**config.mk**
```make
export PLATFORM = sky130hd
export DESIGN_NAME = vblur_emit
export DESIGN_NICKNAME = d
export VERILOG_FILES = /design/src/rtl/core/vblur_pkg.sv /design/src/rtl/core/vblur_emit.sv
export SDC_FILE = /design/constraint.sdc
export NUM_CORES = 1
export LEC_CHECK = 0
export BUFFER_PORTS_ARGS = -buffer_cell sky130_fd_sc_hd__buf_2
export CORE_MARGIN = 2
export CORE_UTILIZATION = 30
export CTS_BUF_LIST = sky130_fd_sc_hd__clkbuf_8
export CTS_CLUSTER_DIAMETER = 200
export DETAILED_ROUTE_END_ITERATION = 7
export PLACE_DENSITY = 0.63
export SLEW_MARGIN = 0
export SYNTH_ARGS = -nofsm -noshare
export SYNTH_HDL_FRONTEND = slang
export SYNTH_SLANG_ARGS = --single-unit
```
**constraint.sdc**
```tcl
create_clock -name clk -period 23.4 [get_ports clk]
set_input_delay 1.17 -clock clk [delete_from_list [all_inputs] [get_ports clk]]
set_output_delay 1.17 -clock clk [all_outputs]
set_load 0.02 [all_outputs]
```
**src/rtl/core/vblur_pkg.sv**
```systemverilog
`timescale 1ns / 1ps
`default_nettype none
// ----------------------------------------------------------------------------
// vblur_pkg
// Shared types, sizes and tap tables for the vertical 13-tap RGB blur.
// ----------------------------------------------------------------------------
package vblur_pkg;

	localparam int MAX_WIDTH  = 2048;
	localparam int MAX_HEIGHT = 2048;

	localparam int CH_W       = 16;
	localparam int CHANS      = 3;
	localparam int STORE_ROWS = 12;
	localparam int TAPS       = 13;
	localparam int EDGE_ROWS  = 6;
	localparam int EDGE_TAP0  = TAPS - EDGE_ROWS;
	localparam int GROUPS     = 3;
	localparam int GROUP_LANES = STORE_ROWS / GROUPS;

	localparam int COL_W     = $clog2(MAX_WIDTH);
	localparam int ROW_W     = $clog2(MAX_HEIGHT);
	localparam int CFG_W     = 12;
	localparam int OUT_IDX_W = 11;
	localparam int TAP_W     = 4;
	localparam int CNT_W     = 3;
	localparam int EDGE_W    = 3;
	localparam int DIM_A     = (CFG_W > COL_W + 1) ? CFG_W : COL_W + 1;
	localparam int DIM_W     = (DIM_A > ROW_W + 1) ? DIM_A : ROW_W + 1;

	localparam int WGT_W  = 7;
	localparam int PROD_W = CH_W + WGT_W;
	localparam int ACC_W  = CH_W + 8;

	// floor(x / 246) == (x * RECIP) >> RECIP_SHIFT for every x below 2^24
	localparam int RECIP_W     = 25;
	localparam int RECIP_SHIFT = 32;
	localparam logic [RECIP_W-1:0] RECIP = 25'd17459217;

	localparam logic [CFG_W-1:0] WIDTH_RESET  = 12'd1024;
	localparam logic [CFG_W-1:0] HEIGHT_RESET = 12'd512;

	localparam logic REG_WIDTH  = 1'b0;
	localparam logic REG_HEIGHT = 1'b1;

	typedef logic [CHANS-1:0][CH_W-1:0] pix_t;
	typedef logic [CHANS-1:0][PROD_W-1:0] prod_t;
	typedef logic [CHANS-1:0][ACC_W-1:0] acc_t;

	typedef struct packed {
		logic [CH_W-1:0] red_in;
		logic [CH_W-1:0] green_in;
		logic [CH_W-1:0] blue_in;
	} in_t;

	typedef struct packed {
		logic [CH_W-1:0]      red_out;
		logic [CH_W-1:0]      green_out;
		logic [CH_W-1:0]      blue_out;
		logic [OUT_IDX_W-1:0] out_row;
		logic [OUT_IDX_W-1:0] out_col;
		logic                 run_last;
	} out_t;

	typedef struct packed {
		logic             pass;
		logic [CNT_W-1:0] count;
		logic [ROW_W-1:0] row_base;
		logic [COL_W-1:0] col;
		logic [TAP_W-1:0] phase;
	} ctrl_t;

	typedef struct packed {
		logic s2;
		logic s3;
		logic s4;
		logic s5;
	} pipe_en_t;

	function automatic logic [WGT_W-1:0] tap_weight(input logic [TAP_W-1:0] tap);
		logic [WGT_W-1:0] w;
		case (tap)
			4'd0:    w = 7'd3;
			4'd1:    w = 7'd4;
			4'd2:    w = 7'd6;
			4'd3:    w = 7'd10;
			4'd4:    w = 7'd20;
			4'd5:    w = 7'd40;
			4'd6:    w = 7'd80;
			4'd7:    w = 7'd40;
			4'd8:    w = 7'd20;
			4'd9:    w = 7'd10;
			4'd10:   w = 7'd6;
			4'd11:   w = 7'd4;
			4'd12:   w = 7'd3;
			default: w = 7'd0;
		endcase
		return w;
	endfunction

	// bank holding tap t when the current row sits in bank phase
	function automatic logic [TAP_W-1:0] tap_bank(input logic [TAP_W-1:0] phase,
			input logic [TAP_W-1:0] tap);
		logic [TAP_W:0] s;
		s = {1'b0, phase} + {1'b0, tap};
		if (s >= (TAP_W+1)'(STORE_ROWS)) begin
			s = s - (TAP_W+1)'(STORE_ROWS);
		end
		return s[TAP_W-1:0];
	endfunction

	// tap fed by bank b
	function automatic logic [TAP_W-1:0] bank_tap(input logic [TAP_W-1:0] phase,
			input logic [TAP_W-1:0] bank);
		logic [TAP_W:0] s;
		if (bank >= phase) begin
			s = {1'b0, bank} - {1'b0, phase};
		end else begin
			s = {1'b0, bank} + (TAP_W+1)'(STORE_ROWS) - {1'b0, phase};
		end
		return s[TAP_W-1:0];
	endfunction

endpackage
`default_nettype wire

```
**src/rtl/core/vblur_emit.sv**
```systemverilog
`timescale 1ns / 1ps
`default_nettype none
// ----------------------------------------------------------------------------
// vblur_emit
// Output register: sends the one or seven beats of each item that has results.
// ----------------------------------------------------------------------------
module vblur_emit (
	input  wire logic                                  clk,
	input  wire logic                                  arst_n,
	input  wire logic                                  item_valid,
	input  wire vblur_pkg::ctrl_t                      ctrl_s5,
	input  wire vblur_pkg::pix_t                       filt_s5,
	input  wire vblur_pkg::pix_t [vblur_pkg::EDGE_ROWS-1:0] edge_s5,
	output logic                                       take,
	output logic                                       out_valid,
	input  wire logic                                  out_ready,
	output vblur_pkg::out_t                            out_data
);

	logic                          busy_q;
	logic [vblur_pkg::CNT_W-1:0]   idx_q;
	vblur_pkg::ctrl_t              ctrl_q;
	vblur_pkg::pix_t               filt_q;
	vblur_pkg::pix_t [vblur_pkg::EDGE_ROWS-1:0] edge_q;
	logic                          last_beat;
	logic [vblur_pkg::EDGE_W-1:0]  edge_idx;
	logic [vblur_pkg::ROW_W-1:0]   row;
	vblur_pkg::pix_t               pix;

	assign last_beat = (idx_q == ctrl_q.count - vblur_pkg::CNT_W'(1));
	assign take      = !busy_q || (out_ready && last_beat);
	assign out_valid = busy_q;

	always_ff @(posedge clk or negedge arst_n) begin
		if (!arst_n) begin
			busy_q <= 1'b0;
			idx_q  <= '0;
		end else if (take) begin
			// items that cause no result are dropped here
			busy_q <= item_valid && (ctrl_s5.count != '0);
			idx_q  <= '0;
		end else if (out_ready) begin
			idx_q <= idx_q + vblur_pkg::CNT_W'(1);
		end
	end

	always_ff @(posedge clk) begin
		if (take) begin
			ctrl_q <= ctrl_s5;
			filt_q <= filt_s5;
			edge_q <= edge_s5;
		end
	end

	assign edge_idx = vblur_pkg::EDGE_W'(idx_q - vblur_pkg::CNT_W'(1));

	always_comb begin
		if (idx_q == '0) begin
			// a top-row pass-through beat carries the incoming pixel
			pix = ctrl_q.pass ? edge_q[vblur_pkg::EDGE_ROWS-1] : filt_q;
		end else begin
			pix = edge_q[edge_idx];
		end
		row = ctrl_q.row_base + vblur_pkg::ROW_W'(idx_q);
	end

	always_comb begin
		out_data.red_out   = pix[0];
		out_data.green_out = pix[1];
		out_data.blue_out  = pix[2];
		out_data.out_row   = vblur_pkg::OUT_IDX_W'(row);
		out_data.out_col   = vblur_pkg::OUT_IDX_W'(ctrl_q.col);
		out_data.run_last  = last_beat;
	end

endmodule
`default_nettype wire

```
# --- Word level (Yosys, flattened, before mapping) ---
# Cells that the tools add are included.
classes:
  mux: 6
  n_addsub: 4
  order_cmp: 1
  n_reduce_logical: 7
  eq_ne: 1
ops:
  columns: ["operator", "n"]
  rows:
  - ["binary-select mux 48 bit (select 3 bit)", 1]
  - ["2-to-1 mux 48 bit", 3]
  - ["adder 11 x 3 -> 11 bit", 1]
  - ["2-to-1 mux 3 bit", 2]
  - ["subtractor 3 x 1 -> 3 bit, second input constant", 2]
  - ["less-than comparator 3 x 4 -> 1 bit, second input constant", 1]
  - ["adder 3 x 1 -> 3 bit, second input constant", 1]
  - ["equality test 3 bit", 1]
  - ["logical NOT 3 bit", 1]
  - ["nonzero test 3 bit", 1]
  - ["logical AND 1 bit", 2]
  - ["nonzero test 2 bit", 1]
  - ["logical NOT 1 bit", 1]
  - ["logical OR 1 bit", 1]
totals:
  in_bits: 370
  out_inout_bits: 73
  word_cells: 46
  reg_bits: 366

# --- Logic depth before layout (Yosys ltp) ---
depth:
  word_depth: 5
  mapped_depth: 10
  depth_no_buf: 6

# --- Least setup slack after synthesis ---
# Ideal clock, no wire load.
synth_timing:
  kind: "input to register"
  startpoint: "input port out_ready"
  endpoint: "register ctrl_q[15] (netlist bit) (enable)"
  n_path_buf: 0
  setup_slack_ps: 1135
  arrival_ps: 20968
  setup_time_ps: 1297
  stages: 2
  required_ps: 22103
  path_cell_list: "inv_1 o41ai_2"
synth_between:
  elab_chain_len: 2
synth_lines:
  columns: ["element", "line_no", "rtl"]
  rows:
  - ["start: declaration", "vblur_emit.sv:16", "input wire logic out_ready,"]
  - ["logical AND 1 bit", "vblur_emit.sv:31", "assign take = !busy_q || (out_ready && last_beat);"]
  - ["logical OR 1 bit", "vblur_emit.sv:31", null]
  - ["net take", "vblur_emit.sv:14", "output logic take,"]
  - ["end signal: assignment", "vblur_emit.sv:49", "ctrl_q <= ctrl_s5;"]
  - ["end: declaration", "vblur_emit.sv:22", "vblur_pkg::ctrl_t ctrl_q;"]
# The timed path passes the listed nets, and every way through them passes these cells.
# A chain may end at the register's enable or synchronous reset.

==> impl_metrics.json <==
{
  "status": "finished clean",
  "remaining_drc_errors": 0,
  "io_buffers": 438,
  "initial_antenna_violation_count": 10,
  "nets": 1561,
  "power.total_w": 0.00306,
  "first_iter_violations": 420,
  "rrSetupSlack_ps": 18870,
  "ys_warn_count": 0,
  "relative_contribution_of_the_clock_network_to_total_power": 0.181,
  "timing.hold.worst.class": "primary input to async pin",
  "cell_at_the_root_of_the_clock_tree": "clkbuf_8",
  "final.setup_skew_ps": 29.4,
  "floorplan.die.width_um": 225,
  "asyncSetResetFlopFracSynth": 0.0109,
  "place_congestion": 0.775,
  "timing_worst_slew_pin_value_ps": 1270,
  "yosys_register_bits": 366,
  "netlist_area_mm2": 0.0146,
  "post_synth_most_frequent_cells": "362 x edfxtp_1, 96 x mux2i_1, 48 x mux4_2, 40 x o21ai_1, 35 x o221ai_1",
  "numCtsBuffers": 61,
  "synth.yosys.seq_area_share": 0.750,
  "fmaxAchievable_mhz": 190,
  "flow.area_growth_from_synthesis_pct": 27.1,
  "timing.critical_path.to_type": "primary output",
  "dp_worst_setup_slack_ps": 18310,
  "cts.htree.levels": 2,
  "maximum_number_of_pins_on_one_net_before_global_route_repair": 191,
  "grt_pass1_wl_um": 56800,
  "clkTransAtPathRegs_ps": 60,
  "synth_top_cell_by_area": "edfxtp_1",
  "p_leak_nw": 7.06,
  "cts_repair_resize_count": 0,
  "period_share": 0.225,
  "via_density_per_instance": 4.64,
  "number_of_enable_flip_flop_cells_after_synthesis": 362,
  "floorplan.die.height_um": 225,
  "yosys.cell_types.count": 39,
  "wl_um": 39100,
  "synth_top_area_frac": 0.743,
  "synth_simple_gate_area_share": 0.00787,
  "power.density_cell_area_mw_per_mm2": 165,
  "post_cts_hold_buffer_count": 0,
  "yosys-top-cells-area": "edfxtp_1 74%, mux4_2 7.4%, mux2i_1 6.6%",
  "drtPass1Iterations": 4,
  "synthAdderAreaFrac": 0.00736,
  "power.switching_w": 0.00117,
  "core_area_mm2": 0.0479,
  "synth.net_count": 1104,
  "num_io_pins": 443,
  "critPathLaunchType": "register",
  "slew_violations": 0,
  "report.final.setup_viol": 0,
  "multiInputGateArea_mm2": 0.00332,
  "cts_sinks": 366,
  "synth_top_family_by_area": "multiplexers",
  "vias_post_dr": 8609,
  "cellInternalPower_w": 0.00189,
  "xor_and_xnor_fraction_of_the_mapped_netlist_area": 0.00873,
  "start_util": 0.305,
  "register_area_mm2": 0.0110,
  "post-synth-top-count-cell": "edfxtp_1",
  "grt_use_total": 0.153,
  "critical_path_required_ps": 22230,
  "fin_util": 0.388,
  "drt-wirelength-per-cell_um": 21.1,
  "detailed_place_hpwl_um": 26100,
  "gate_count_of_the_mapped_netlist": 726,
  "drive_above_1_share": 0.489,
  "setup_total_negative_slack_ps": 0,
  "setup_slack_ps": 18140,
  "ctsLongestPathBuffers": 3,
  "most_used_flip_flop_cell_after_synthesis": "edfxtp_1",
  "clock_insertion_delay_worst_skew_ps": 650,
  "layout.filler_cells": 4421,
  "crit_path_max_fanout": 50,
  "buffer_count_from_post_cts_setup_fixing": 0,
  "relSlewSlack": 0.150,
  "synth_compound_gate_area_share": 0.0605,
  "grt_remaining_overflow": 0,
  "ant_nets": 0,
  "synth.area.mux_share": 0.140,
  "worst-endpoint-arrival_ps": 4090,
  "seq_power_share": 0.410,
  "netSwitchingFraction": 0.384,
  "syn_avg_cell_area_um2": 20.1,
  "cts_tree": "yes",
  "number_of_maximum_capacitance_constraint_violations": 0,
  "num_rows": 80,
  "grt_setup_unrepaired": "false",
  "final-hold-violation-count": 0,
  "ir_drop_v": 0.0000963,
  "criticalPathCategory": "register to primary output",
  "via_count_of_the_first_global_routing_pass": 9463,
  "final.min_clock_period_ps": 5260,
  "logic_pwr_share": 0.409,
  "die-area_mm2": 0.0505
}
==> critical path, stage by stage, from the launching register on <==
cell,delay (ps)
dfrtp_4,780
inv_1,240
ha_4,940
o21ai_4,450
buf_4,450
o221ai_1,330
buf_2,220
==> power by group through the flow <==
stage               logic (W)  clock network [W]  registers [W]
global route          0.00135           0.000604        0.00129
detailed placement    0.00128                  0        0.00127
finish                0.00125           0.000554        0.00125
global placement      0.00126                  0        0.00125
CTS                   0.00128           0.000576        0.00126
floorplan            0.000894                  0        0.00152
==> through the flow <==
| stage | cell area, um2 | std cells | hold slack, ps |
|---|---|---|---|
| after floorplan | 14600 | 726 | 563 |
| after global placement | 17400 | 1735 | 614 |
| after detailed placement | 17400 | 1735 | 615 |
| after CTS | 18600 | 1851 | 262 |
| after global routing | 18600 | 1853 | 286 |
| final | 18600 | 1855 | 325 |
==> cell usage in the layout (no fill, tap or decap), types with 2 or more instances in the layout <==
master / n
buf_4: 10
a21boi_1: 2
mux4_2: 48
nand2_1: 5
inv_1: 22
clkinv_1: 21
o21ai_1: 40
bufinv_16: 4
xor2_1: 4
edfxtp_1: 362
and3_1: 2
ha_1: 6
a21oi_1: 4
diode_2: 4
o2111ai_1: 2
o21ai_2: 4
clkinv_2: 12
buf_2: 438
o221ai_1: 35
o311ai_1: 2
dfrtp_1: 3
clkbuf_8: 62
o221ai_2: 13
xnor2_1: 6
o21ai_0: 6
mux2i_1: 96
nor2b_1: 2
nand3_1: 5
==> area by class of cell <==
| class | instances | area share |
|---|---|---|
| flip-flops and latches | 366 | 0.591 |
| multi-input cells | 297 | 0.179 |
| repair buffers | 449 | 0.123 |
| clock buffers | 62 | 0.0459 |
| well taps | 615 | 0.0414 |
| clock inverters | 54 | 0.0182 |
| inverters | 8 | 0.00162 |
| diodes | 4 | 0.000539 |
==> kinds of logic after synthesis <==
group	Yosys count
flip-flops	366
XOR/XNOR	12
adder cells (fa/ha/maj)	8
AO/OA/AOI/OAI	113
buffers and inverters	63
multiplexers	144
AND/OR/NAND/NOR	20
==> routing by layer <==
metal | part of all wire | GRT usage
met5 | 0.0015 | 0
met4 | 0.022 | 0.0536
met3 | 0.10 | 0.0563
met2 | 0.50 | 0.261
met1 | 0.38 | 0.176
==> path summary, 6_finish.rpt <==
check,startpoint,to,cells past startpoint
max in group asynchronous,arst_n,idx_q[0],1
worst max-delay path,idx_q[0],out_data[31],6
worst max register to register,ctrl_q[26],edge_q[202],7
worst min register to register,out_valid,idx_q[2],2
worst min-delay path,arst_n,idx_q[1],1
min in group clk,out_valid,idx_q[2],2
==> registers in the layout (all words and copies together) (netlist names) <==
name and flops:
idx_q 3, filt_q 48, out_valid 1, out_data 11, ctrl_q 15, edge_q 288
(Power assumes the default switching activity.)
