<file path="config.mk">
export PLATFORM = sky130hd
export DESIGN_NAME = vblur_merge
export DESIGN_NICKNAME = d
export VERILOG_FILES = /design/src/rtl/core/vblur_pkg.sv /design/src/rtl/core/vblur_merge.sv
export SDC_FILE = /design/constraint.sdc
export NUM_CORES = 2
export LEC_CHECK = 0
export BUFFER_PORTS_ARGS = -buffer_cell sky130_fd_sc_hd__buf_2
export CORE_AREA = 2 2 714 716
export DETAILED_ROUTE_END_ITERATION = 8
export DIE_AREA = 0 0 716 718
export MAX_ROUTING_LAYER = met4
export PLACE_DENSITY = 0.46
export RECOVER_POWER = 50
export SETUP_SLACK_MARGIN = 0.5
export SYNTH_ARGS = -nofsm -noshare
export SYNTH_HDL_FRONTEND = slang
export SYNTH_SLANG_ARGS = --single-unit
</file>
<file path="constraint.sdc">
create_clock -name clk -period 8.5 [get_ports clk]
set_clock_uncertainty 0.2 [all_clocks]
set_input_delay 1.7 -clock clk [delete_from_list [all_inputs] [get_ports clk]]
set_output_delay 1.7 -clock clk [all_outputs]
set_load 0.01 [all_outputs]
</file>
<file path="src/rtl/core/vblur_pkg.sv">
`timescale 1ns / 1ps
`default_nettype none
// ----------------------------------------------------------------------------
// vblur_pkg
// Shared types, sizes and tap tables for the vertical 13-tap RGB blur.
// ----------------------------------------------------------------------------
package vblur_pkg;

	localparam int MAX_WIDTH  = 2048;
	localparam int MAX_HEIGHT = 2048;

	localparam int CH_W       = 16;
	localparam int CHANS      = 3;
	localparam int STORE_ROWS = 12;
	localparam int TAPS       = 13;
	localparam int EDGE_ROWS  = 6;
	localparam int EDGE_TAP0  = TAPS - EDGE_ROWS;
	localparam int GROUPS     = 3;
	localparam int GROUP_LANES = STORE_ROWS / GROUPS;

	localparam int COL_W     = $clog2(MAX_WIDTH);
	localparam int ROW_W     = $clog2(MAX_HEIGHT);
	localparam int CFG_W     = 12;
	localparam int OUT_IDX_W = 11;
	localparam int TAP_W     = 4;
	localparam int CNT_W     = 3;
	localparam int EDGE_W    = 3;
	localparam int DIM_A     = (CFG_W > COL_W + 1) ? CFG_W : COL_W + 1;
	localparam int DIM_W     = (DIM_A > ROW_W + 1) ? DIM_A : ROW_W + 1;

	localparam int WGT_W  = 7;
	localparam int PROD_W = CH_W + WGT_W;
	localparam int ACC_W  = CH_W + 8;

	// floor(x / 246) == (x * RECIP) >> RECIP_SHIFT for every x below 2^24
	localparam int RECIP_W     = 25;
	localparam int RECIP_SHIFT = 32;
	localparam logic [RECIP_W-1:0] RECIP = 25'd17459217;

	localparam logic [CFG_W-1:0] WIDTH_RESET  = 12'd1024;
	localparam logic [CFG_W-1:0] HEIGHT_RESET = 12'd512;

	localparam logic REG_WIDTH  = 1'b0;
	localparam logic REG_HEIGHT = 1'b1;

	typedef logic [CHANS-1:0][CH_W-1:0] pix_t;
	typedef logic [CHANS-1:0][PROD_W-1:0] prod_t;
	typedef logic [CHANS-1:0][ACC_W-1:0] acc_t;

	typedef struct packed {
		logic [CH_W-1:0] red_in;
		logic [CH_W-1:0] green_in;
		logic [CH_W-1:0] blue_in;
	} in_t;

	typedef struct packed {
		logic [CH_W-1:0]      red_out;
		logic [CH_W-1:0]      green_out;
		logic [CH_W-1:0]      blue_out;
		logic [OUT_IDX_W-1:0] out_row;
		logic [OUT_IDX_W-1:0] out_col;
		logic                 run_last;
	} out_t;

	typedef struct packed {
		logic             pass;
		logic [CNT_W-1:0] count;
		logic [ROW_W-1:0] row_base;
		logic [COL_W-1:0] col;
		logic [TAP_W-1:0] phase;
	} ctrl_t;

	typedef struct packed {
		logic s2;
		logic s3;
		logic s4;
		logic s5;
	} pipe_en_t;

	function automatic logic [WGT_W-1:0] tap_weight(input logic [TAP_W-1:0] tap);
		logic [WGT_W-1:0] w;
		case (tap)
			4'd0:    w = 7'd3;
			4'd1:    w = 7'd4;
			4'd2:    w = 7'd6;
			4'd3:    w = 7'd10;
			4'd4:    w = 7'd20;
			4'd5:    w = 7'd40;
			4'd6:    w = 7'd80;
			4'd7:    w = 7'd40;
			4'd8:    w = 7'd20;
			4'd9:    w = 7'd10;
			4'd10:   w = 7'd6;
			4'd11:   w = 7'd4;
			4'd12:   w = 7'd3;
			default: w = 7'd0;
		endcase
		return w;
	endfunction

	// bank holding tap t when the current row sits in bank phase
	function automatic logic [TAP_W-1:0] tap_bank(input logic [TAP_W-1:0] phase,
			input logic [TAP_W-1:0] tap);
		logic [TAP_W:0] s;
		s = {1'b0, phase} + {1'b0, tap};
		if (s >= (TAP_W+1)'(STORE_ROWS)) begin
			s = s - (TAP_W+1)'(STORE_ROWS);
		end
		return s[TAP_W-1:0];
	endfunction

	// tap fed by bank b
	function automatic logic [TAP_W-1:0] bank_tap(input logic [TAP_W-1:0] phase,
			input logic [TAP_W-1:0] bank);
		logic [TAP_W:0] s;
		if (bank >= phase) begin
			s = {1'b0, bank} - {1'b0, phase};
		end else begin
			s = {1'b0, bank} + (TAP_W+1)'(STORE_ROWS) - {1'b0, phase};
		end
		return s[TAP_W-1:0];
	endfunction

endpackage
`default_nettype wire

</file>
<file path="src/rtl/core/vblur_merge.sv">
`timescale 1ns / 1ps
`default_nettype none
// ----------------------------------------------------------------------------
// vblur_merge
// Sums the lane products in a registered tree, divides by the weight total
// and carries the bottom-edge pixels alongside.
// ----------------------------------------------------------------------------
module vblur_merge (
	input  wire logic                                        clk,
	input  wire vblur_pkg::pipe_en_t                         en,
	input  wire vblur_pkg::ctrl_t                            ctrl_s1,
	input  wire vblur_pkg::pix_t                             px_s1,
	input  wire vblur_pkg::pix_t [vblur_pkg::STORE_ROWS-1:0] bank_s1,
	input  wire vblur_pkg::prod_t [vblur_pkg::STORE_ROWS-1:0] prod_s2,
	output vblur_pkg::ctrl_t                                 ctrl_s5,
	output vblur_pkg::pix_t                                  filt_s5,
	output vblur_pkg::pix_t [vblur_pkg::EDGE_ROWS-1:0]       edge_s5
);

	localparam int PROD_SUM_W = vblur_pkg::ACC_W + vblur_pkg::RECIP_W;

	vblur_pkg::ctrl_t ctrl_s2, ctrl_s3, ctrl_s4;
	vblur_pkg::pix_t  px_s2;
	vblur_pkg::pix_t [vblur_pkg::EDGE_ROWS-1:0] edge_sel, edge_s2, edge_s3, edge_s4;
	vblur_pkg::acc_t [vblur_pkg::GROUPS-1:0] part_sum, part_s3;
	vblur_pkg::acc_t acc_sum, acc_s4;
	vblur_pkg::pix_t quot;

	// rows r-5..r-1 come from the stored taps, row r is the incoming pixel
	always_comb begin
		for (int k = 0; k < vblur_pkg::EDGE_ROWS - 1; k++) begin
			edge_sel[k] = bank_s1[vblur_pkg::tap_bank(ctrl_s1.phase,
				vblur_pkg::TAP_W'(vblur_pkg::EDGE_TAP0 + k))];
		end
		edge_sel[vblur_pkg::EDGE_ROWS-1] = px_s1;
	end

	always_ff @(posedge clk) begin
		if (en.s2) begin
			ctrl_s2 <= ctrl_s1;
			px_s2   <= px_s1;
			edge_s2 <= edge_sel;
		end
	end

	always_comb begin
		logic [vblur_pkg::ACC_W-1:0] sum;
		for (int g = 0; g < vblur_pkg::GROUPS; g++) begin
			for (int ch = 0; ch < vblur_pkg::CHANS; ch++) begin
				sum = '0;
				for (int j = 0; j < vblur_pkg::GROUP_LANES; j++) begin
					sum = sum + vblur_pkg::ACC_W'(prod_s2[g*vblur_pkg::GROUP_LANES + j][ch]);
				end
				part_sum[g][ch] = sum;
			end
		end
		// newest row, the last tap, joins the last group
		for (int ch = 0; ch < vblur_pkg::CHANS; ch++) begin
			part_sum[vblur_pkg::GROUPS-1][ch] = part_sum[vblur_pkg::GROUPS-1][ch]
				+ vblur_pkg::ACC_W'(px_s2[ch]) * vblur_pkg::ACC_W'(
					vblur_pkg::tap_weight(vblur_pkg::TAP_W'(vblur_pkg::TAPS - 1)));
		end
	end

	always_ff @(posedge clk) begin
		if (en.s3) begin
			ctrl_s3 <= ctrl_s2;
			edge_s3 <= edge_s2;
			part_s3 <= part_sum;
		end
	end

	always_comb begin
		for (int ch = 0; ch < vblur_pkg::CHANS; ch++) begin
			acc_sum[ch] = part_s3[0][ch] + part_s3[1][ch] + part_s3[2][ch];
		end
	end

	always_ff @(posedge clk) begin
		if (en.s4) begin
			ctrl_s4 <= ctrl_s3;
			edge_s4 <= edge_s3;
			acc_s4  <= acc_sum;
		end
	end

	// divide by 246 through the reciprocal, exact for the accumulator range
	always_comb begin
		logic [PROD_SUM_W-1:0] full;
		for (int ch = 0; ch < vblur_pkg::CHANS; ch++) begin
			full = PROD_SUM_W'(acc_s4[ch]) * PROD_SUM_W'(vblur_pkg::RECIP);
			quot[ch] = full[vblur_pkg::RECIP_SHIFT +: vblur_pkg::CH_W];
		end
	end

	always_ff @(posedge clk) begin
		if (en.s5) begin
			ctrl_s5 <= ctrl_s4;
			edge_s5 <= edge_s4;
			filt_s5 <= quot;
		end
	end

endmodule
`default_nettype wire

</file>
# [Yosys cells after proc, flatten, opt, wreduce, memory -nomap -nowiden]
# Index checks and enable logic that the tools add are counted.
[word_totals] reg_bits=1608 inputBits=1487 output_inout_bits=366 wordCells=184
[op_classes] multipliers=6 order_cmp=10 add_sub_neg=46 n_mux=15
[ops] cell="48-bit binary-select mux with 4-bit select" n=5
[ops] cell="24-bit by 23-bit adder with 24-bit output" n=18
[ops] cell="48-bit two-way mux" n=5
[ops] cell="23-bit by 23-bit adder with 24-bit output" n=9
[ops] cell="24-bit adder" n=6
[ops] cell="24-bit by 25-bit multiplier with 48-bit output (second input constant)" n=3
[ops] cell="24-bit by 18-bit adder with 24-bit output" n=3
[ops] cell="16-bit by 2-bit multiplier with 18-bit output (second input constant)" n=3
[ops] cell="5-bit by 4-bit >= comparator with 1-bit output (second input constant)" n=5
[ops] cell="4-bit by 5-bit < comparator with 1-bit output (second input constant)" n=5
[ops] cell="4-bit by 4-bit adder with 5-bit output (second input constant)" n=4
[ops] cell="4-bit two-way mux" n=5
[ops] cell="4-bit subtractor (second input constant)" n=5
[ops] cell="4-bit by 3-bit adder with 5-bit output (second input constant)" n=1

# [Depth between registers and ports, before layout]
[depth] word_depth=5 depth_mapped=26 ltp_nobuf=26

# [Least setup slack after synthesis]
# Ideal clock, no wire load.
[synth_timing] path_type="register to register" start="register acc_s4[61] (netlist name)" end="register filt_s5[47] (netlist name), data pin" stages_incl_launch_ff=23 arrival_time_ns=5.766 required_time_ns=8.041 slack_ns=2.275 setup_ns=0.259 path_buffers=0 period_less_slack_ns=6.225 path_cell_list="edfxtp_1 inv_1 ha_1 fa_1 inv_1 ha_1 inv_1 fa_1 inv_1 fa_1 fa_1 ha_1 ha_1 a21o_1 a21o_1 a21o_1 a21o_1 a221o_1 o211ai_1 a21oi_1 o41ai_1 nor2_1 a211o_1"
[synth_lines] item="start: declaration" line="vblur_merge.sv:26" rtl="vblur_pkg::acc_t acc_sum, acc_s4;"
[synth_lines] item="start signal: assignment" line="vblur_merge.sv:83" rtl="acc_s4 <= acc_sum;"
[synth_lines] item="end signal: assignment" line="vblur_merge.sv:100" rtl="filt_s5 <= quot;"
[synth_lines] item="end: declaration" line="vblur_merge.sv:16" rtl="output vblur_pkg::pix_t filt_s5,"

# [Final worst setup path]
[layout_timing] start="input port en[0] (netlist name)" end="register edge_s5[246] (netlist name) (enable)"
[layout_lines] item="start: declaration" line="vblur_merge.sv:10" rtl="input wire vblur_pkg::pipe_en_t en,"
[layout_lines] item="end signal: assignment" line="vblur_merge.sv:99" rtl="edge_s5 <= edge_s4;"
[layout_lines] item="end: declaration" line="vblur_merge.sv:17" rtl="output vblur_pkg::pix_t [vblur_pkg::EDGE_ROWS-1:0] edge_s5"
# No word-level cell between the ends.

==> impl_metrics.csv <==
group,metric,value,unit
worst_setup_path,cp-end-kind,"register",
logic_synthesis,ys_seq_elements,1608,
worst_setup_path,crit_slowest_cell,"clkbuf_1",
placement,portBuffers,1852,
clock_network,htreeDepth,4,
worst_setup_path,critical_path.top_delay_family,"buffers and inverters",
worst_hold_path,hold_class,"reg2reg",
placement,dp_hpwl,384,mm
logic_synthesis,synth_edf_count,1608,
drt,drtIter0Drc,6588,
clock_network,cts_resized,0,
drt,vias_per_cell,4.46,
die,die_area,0.514,mm^2
drt,drt_wl_total,467,mm
drt,drtPass1Iterations,5,
cells_and_area,area_growth,22.1,%
logic_synthesis,synthAdderAreaFrac,27.6,%
drt,wl_per_cell,27.7,um
sta,rsz0062_at_grt,"no",
cells_and_area,final_nets,13200,
drt,ant_nets,0,
logic_synthesis,synthXorXnorAreaFrac,2.32,%
drt,drc,0,
outcome,violations,"max-capacitance violations, max-slew violations",
die,die_w,716,um
worst_setup_path,crit_fanout,87,
worst_setup_path,critical_path_class,"in2reg",
die,initial_core_util,22.1,%
global_route,first_global_vias,76900,
logic_synthesis,synth_compound_area_share,5.33,%
sta,hold_viol,0,
die,die_h,718,um
job,drv_cap,14,
logic_synthesis,synthFlopType,"edfxtp_1",
cells_and_area,final_area,0.137,mm^2
sta,tns,0,ns
drt,via_count,75100,
logic_synthesis,synthSimpleGateAreaFrac,3.92,%
outcome,outcome,"finished with violations",
worst_setup_path,cp.arrival,7.75,ns
logic_synthesis,synthMuxAreaShare,13.3,%
worst_hold_path,hold_depth,0,
clock_network,cts_sinks,1608,
logic_synthesis,ys.warnings.count,0,
logic_synthesis,synth_area,0.112,mm^2
clock_network,clock_latency,0.91,ns
sta,fmax,132,MHz
worst_setup_path,rr_worst_depth,23,
logic_synthesis,synth_top_family_by_area,"adder cells",
worst_setup_path,crit_chain,"clkbuf_1 > clkbuf_2",
sta,max_slew_margin,-292,%
worst_setup_path,worstReg2RegStart,"acc_s4[8]",
logic_synthesis,avgSynthCellArea,14.3,um^2
sta,fin_crit_sh,89.3,%
die,pin_count,1853,
logic_synthesis,ys_seq_area_share,43.2,%
clock_network,cts_setup_buffers,0,
sta,drv_slew,715,
cells_and_area,drive_gt1_share,28.4,%
logic_synthesis,ys_async_sr_fraction,0,%
clock_network,cts_buffers,198,
global_route,grt-ovfl-total,0,
placement,place_congestion,0.947,
sta,tightestPinTransition,5.87,ns
worst_setup_path,critical_path_required,8.65,ns
clock_network,cts_tree,"done",
logic_synthesis,synth_nets,11200,
worst_setup_path,startpoint_type,"input port",
die,num_rows,262,
clock_network,cts_hold_buf,0,
worst_hold_path,hold_end,"edge_s3[214]",
global_route,grt_use_total,18.3,%
global_route,grt_pass1_wl,635,mm
cells_and_area,final.fill_count,52600,
global_route,grt_max_degree,125,
worst_setup_path,max_stage_delay,3.13,ns
logic_synthesis,synthCells,7822,
worst_setup_path,r2r-end,"filt_s5[15]",
global_route,antenna_found_initial,322,
logic_synthesis,synth_cell_types,70,
clock_network,cts.path.max_buffers,4,
worst_setup_path,path_buf_inv,2,
sta,period_needed,7.59,ns
sta,setup_viol,0,
cells_and_area,finish.utilization,26.9,%
clock_network,cts-root-buf,"clkbuf_16",
placement,placed_cell_area,0.130,mm^2
die,coreArea,0.507,mm^2
worst_hold_path,hp-start,"edge_s2[214]",
clock_network,path_clk_slew,0.06,ns
worst_setup_path,rrSetupSlack,1.35,ns
kinds of logic after synthesis:
group,Yosys count
adders and majority gates,1934
DFF,1608
buffers and inverters,1293
AOI/OAI and AO/OA,966
and+or+nand+nor,956
muxes,769
xor gates and xnor gates,296
per-layer routing:
layer	wire length [um]	up-vias	track usage, %
li1	-	32700	-
met1	198000	38500	23.3
met2	216000	3190	28.5
met3	35500	779	4.34
met4	17400	0	6.00
met5	0	-	-
flip-flops by register name, indices dropped and copies added (netlist names):
register,cells
acc_s4,72
ctrl_s2,30
ctrl_s3,30
ctrl_s4,30
ctrl_s5,30
edge_s2,288
edge_s3,288
edge_s4,288
edge_s5,288
filt_s5,48
part_s3,216
layout make-up:
class,instances,area (um^2),area share [%]
timing repair buffer,1933,10000,7.33
clock inverter,133,1310,0.962
antenna,221,553,0.405
multi-input combinational,4921,58900,43.1
inverter,1074,4030,2.95
clock buffer,226,5060,3.71
tap,6732,8420,6.17
sequential,1608,48300,35.4
synthesized netlist by cell type, drive strengths merged, types with 11 or more instances:
cell	n	area [um^2]
edfxtp	1608	48300
inv	1074	4030
ha	1043	13100
fa	891	17800
mux4	576	13000
nand2	413	1550
a21oi	292	1460
o21ai	290	1450
xnor2	214	1870
mux2i	193	1930
nor2	186	698
clkbuf	148	556
a21o	89	668
xor2	82	718
nor3	76	380
buf	71	268
nand3	55	275
a22o	48	420
o21a	41	308
nor2b	39	244
nand2b	37	231
o21bai	31	233
a31oi	29	181
and3	28	175
nand4	24	150
or3	23	149
or2	22	138
and2	18	113
a211oi	17	128
o211ai	16	125
a21boi	14	105
o31ai	13	103
a311oi	11	96.3
stage by stage:
stage | setup slack [ns] | instances | hold WS, ns
floorplan | 2.27 | 7822 | 0.200
global placement | 1.34 | 16300 | 0.200
detailed placement | 1.31 | 16300 | 0.205
CTS | 1.28 | 16600 | 0.165
global route | 0.526 | 16800 | 0.167
finish | 0.907 | 16800 | 0.162
cells in the final DEF, fill, tap and decap left out, types with 22 or more instances in the layout:
cell type,netlist,layout
or2_2,22,22
nand4_1,24,24
a31oi_1,29,28
nor2_1,186,185
and3_1,28,28
a22o_1,48,48
diode_2,0,221
clkinv_1,0,35
nor3_1,76,76
ha_1,1043,1040
nand3_1,55,55
mux4_2,576,576
clkinv_2,0,33
o21bai_1,31,31
clkbuf_1,148,71
fa_1,891,891
or3_1,22,22
o21a_1,41,41
inv_1,1073,1073
nand2_1,413,413
clkbuf_16,0,198
o21ai_0,289,281
buf_2,1,1819
a21o_1,89,88
nand2b_1,37,37
a21oi_1,292,290
buf_4,0,50
xor2_1,82,81
mux2i_1,193,192
edfxtp_1,1608,1608
xnor2_1,214,214
nor2b_1,39,39
worst max path at each step:
stage,slack (ns),startpoint,cells after the start,to
final,0.91,en[0],2,edge_s5[246]
after global routing,0.53,en[2],3,part_s3[74]
after CTS,1.28,acc_s4[8],23,filt_s5[15]
after detailed placement,1.31,acc_s4[6],23,filt_s5[15]
after global placement,1.34,acc_s4[10],22,filt_s5[15]
after floorplan,2.27,acc_s4[61],22,filt_s5[47]
Power is left out: the tool's default activity adds up to more than one toggle a clock period on the data nets, which glitch-free logic cannot reach.
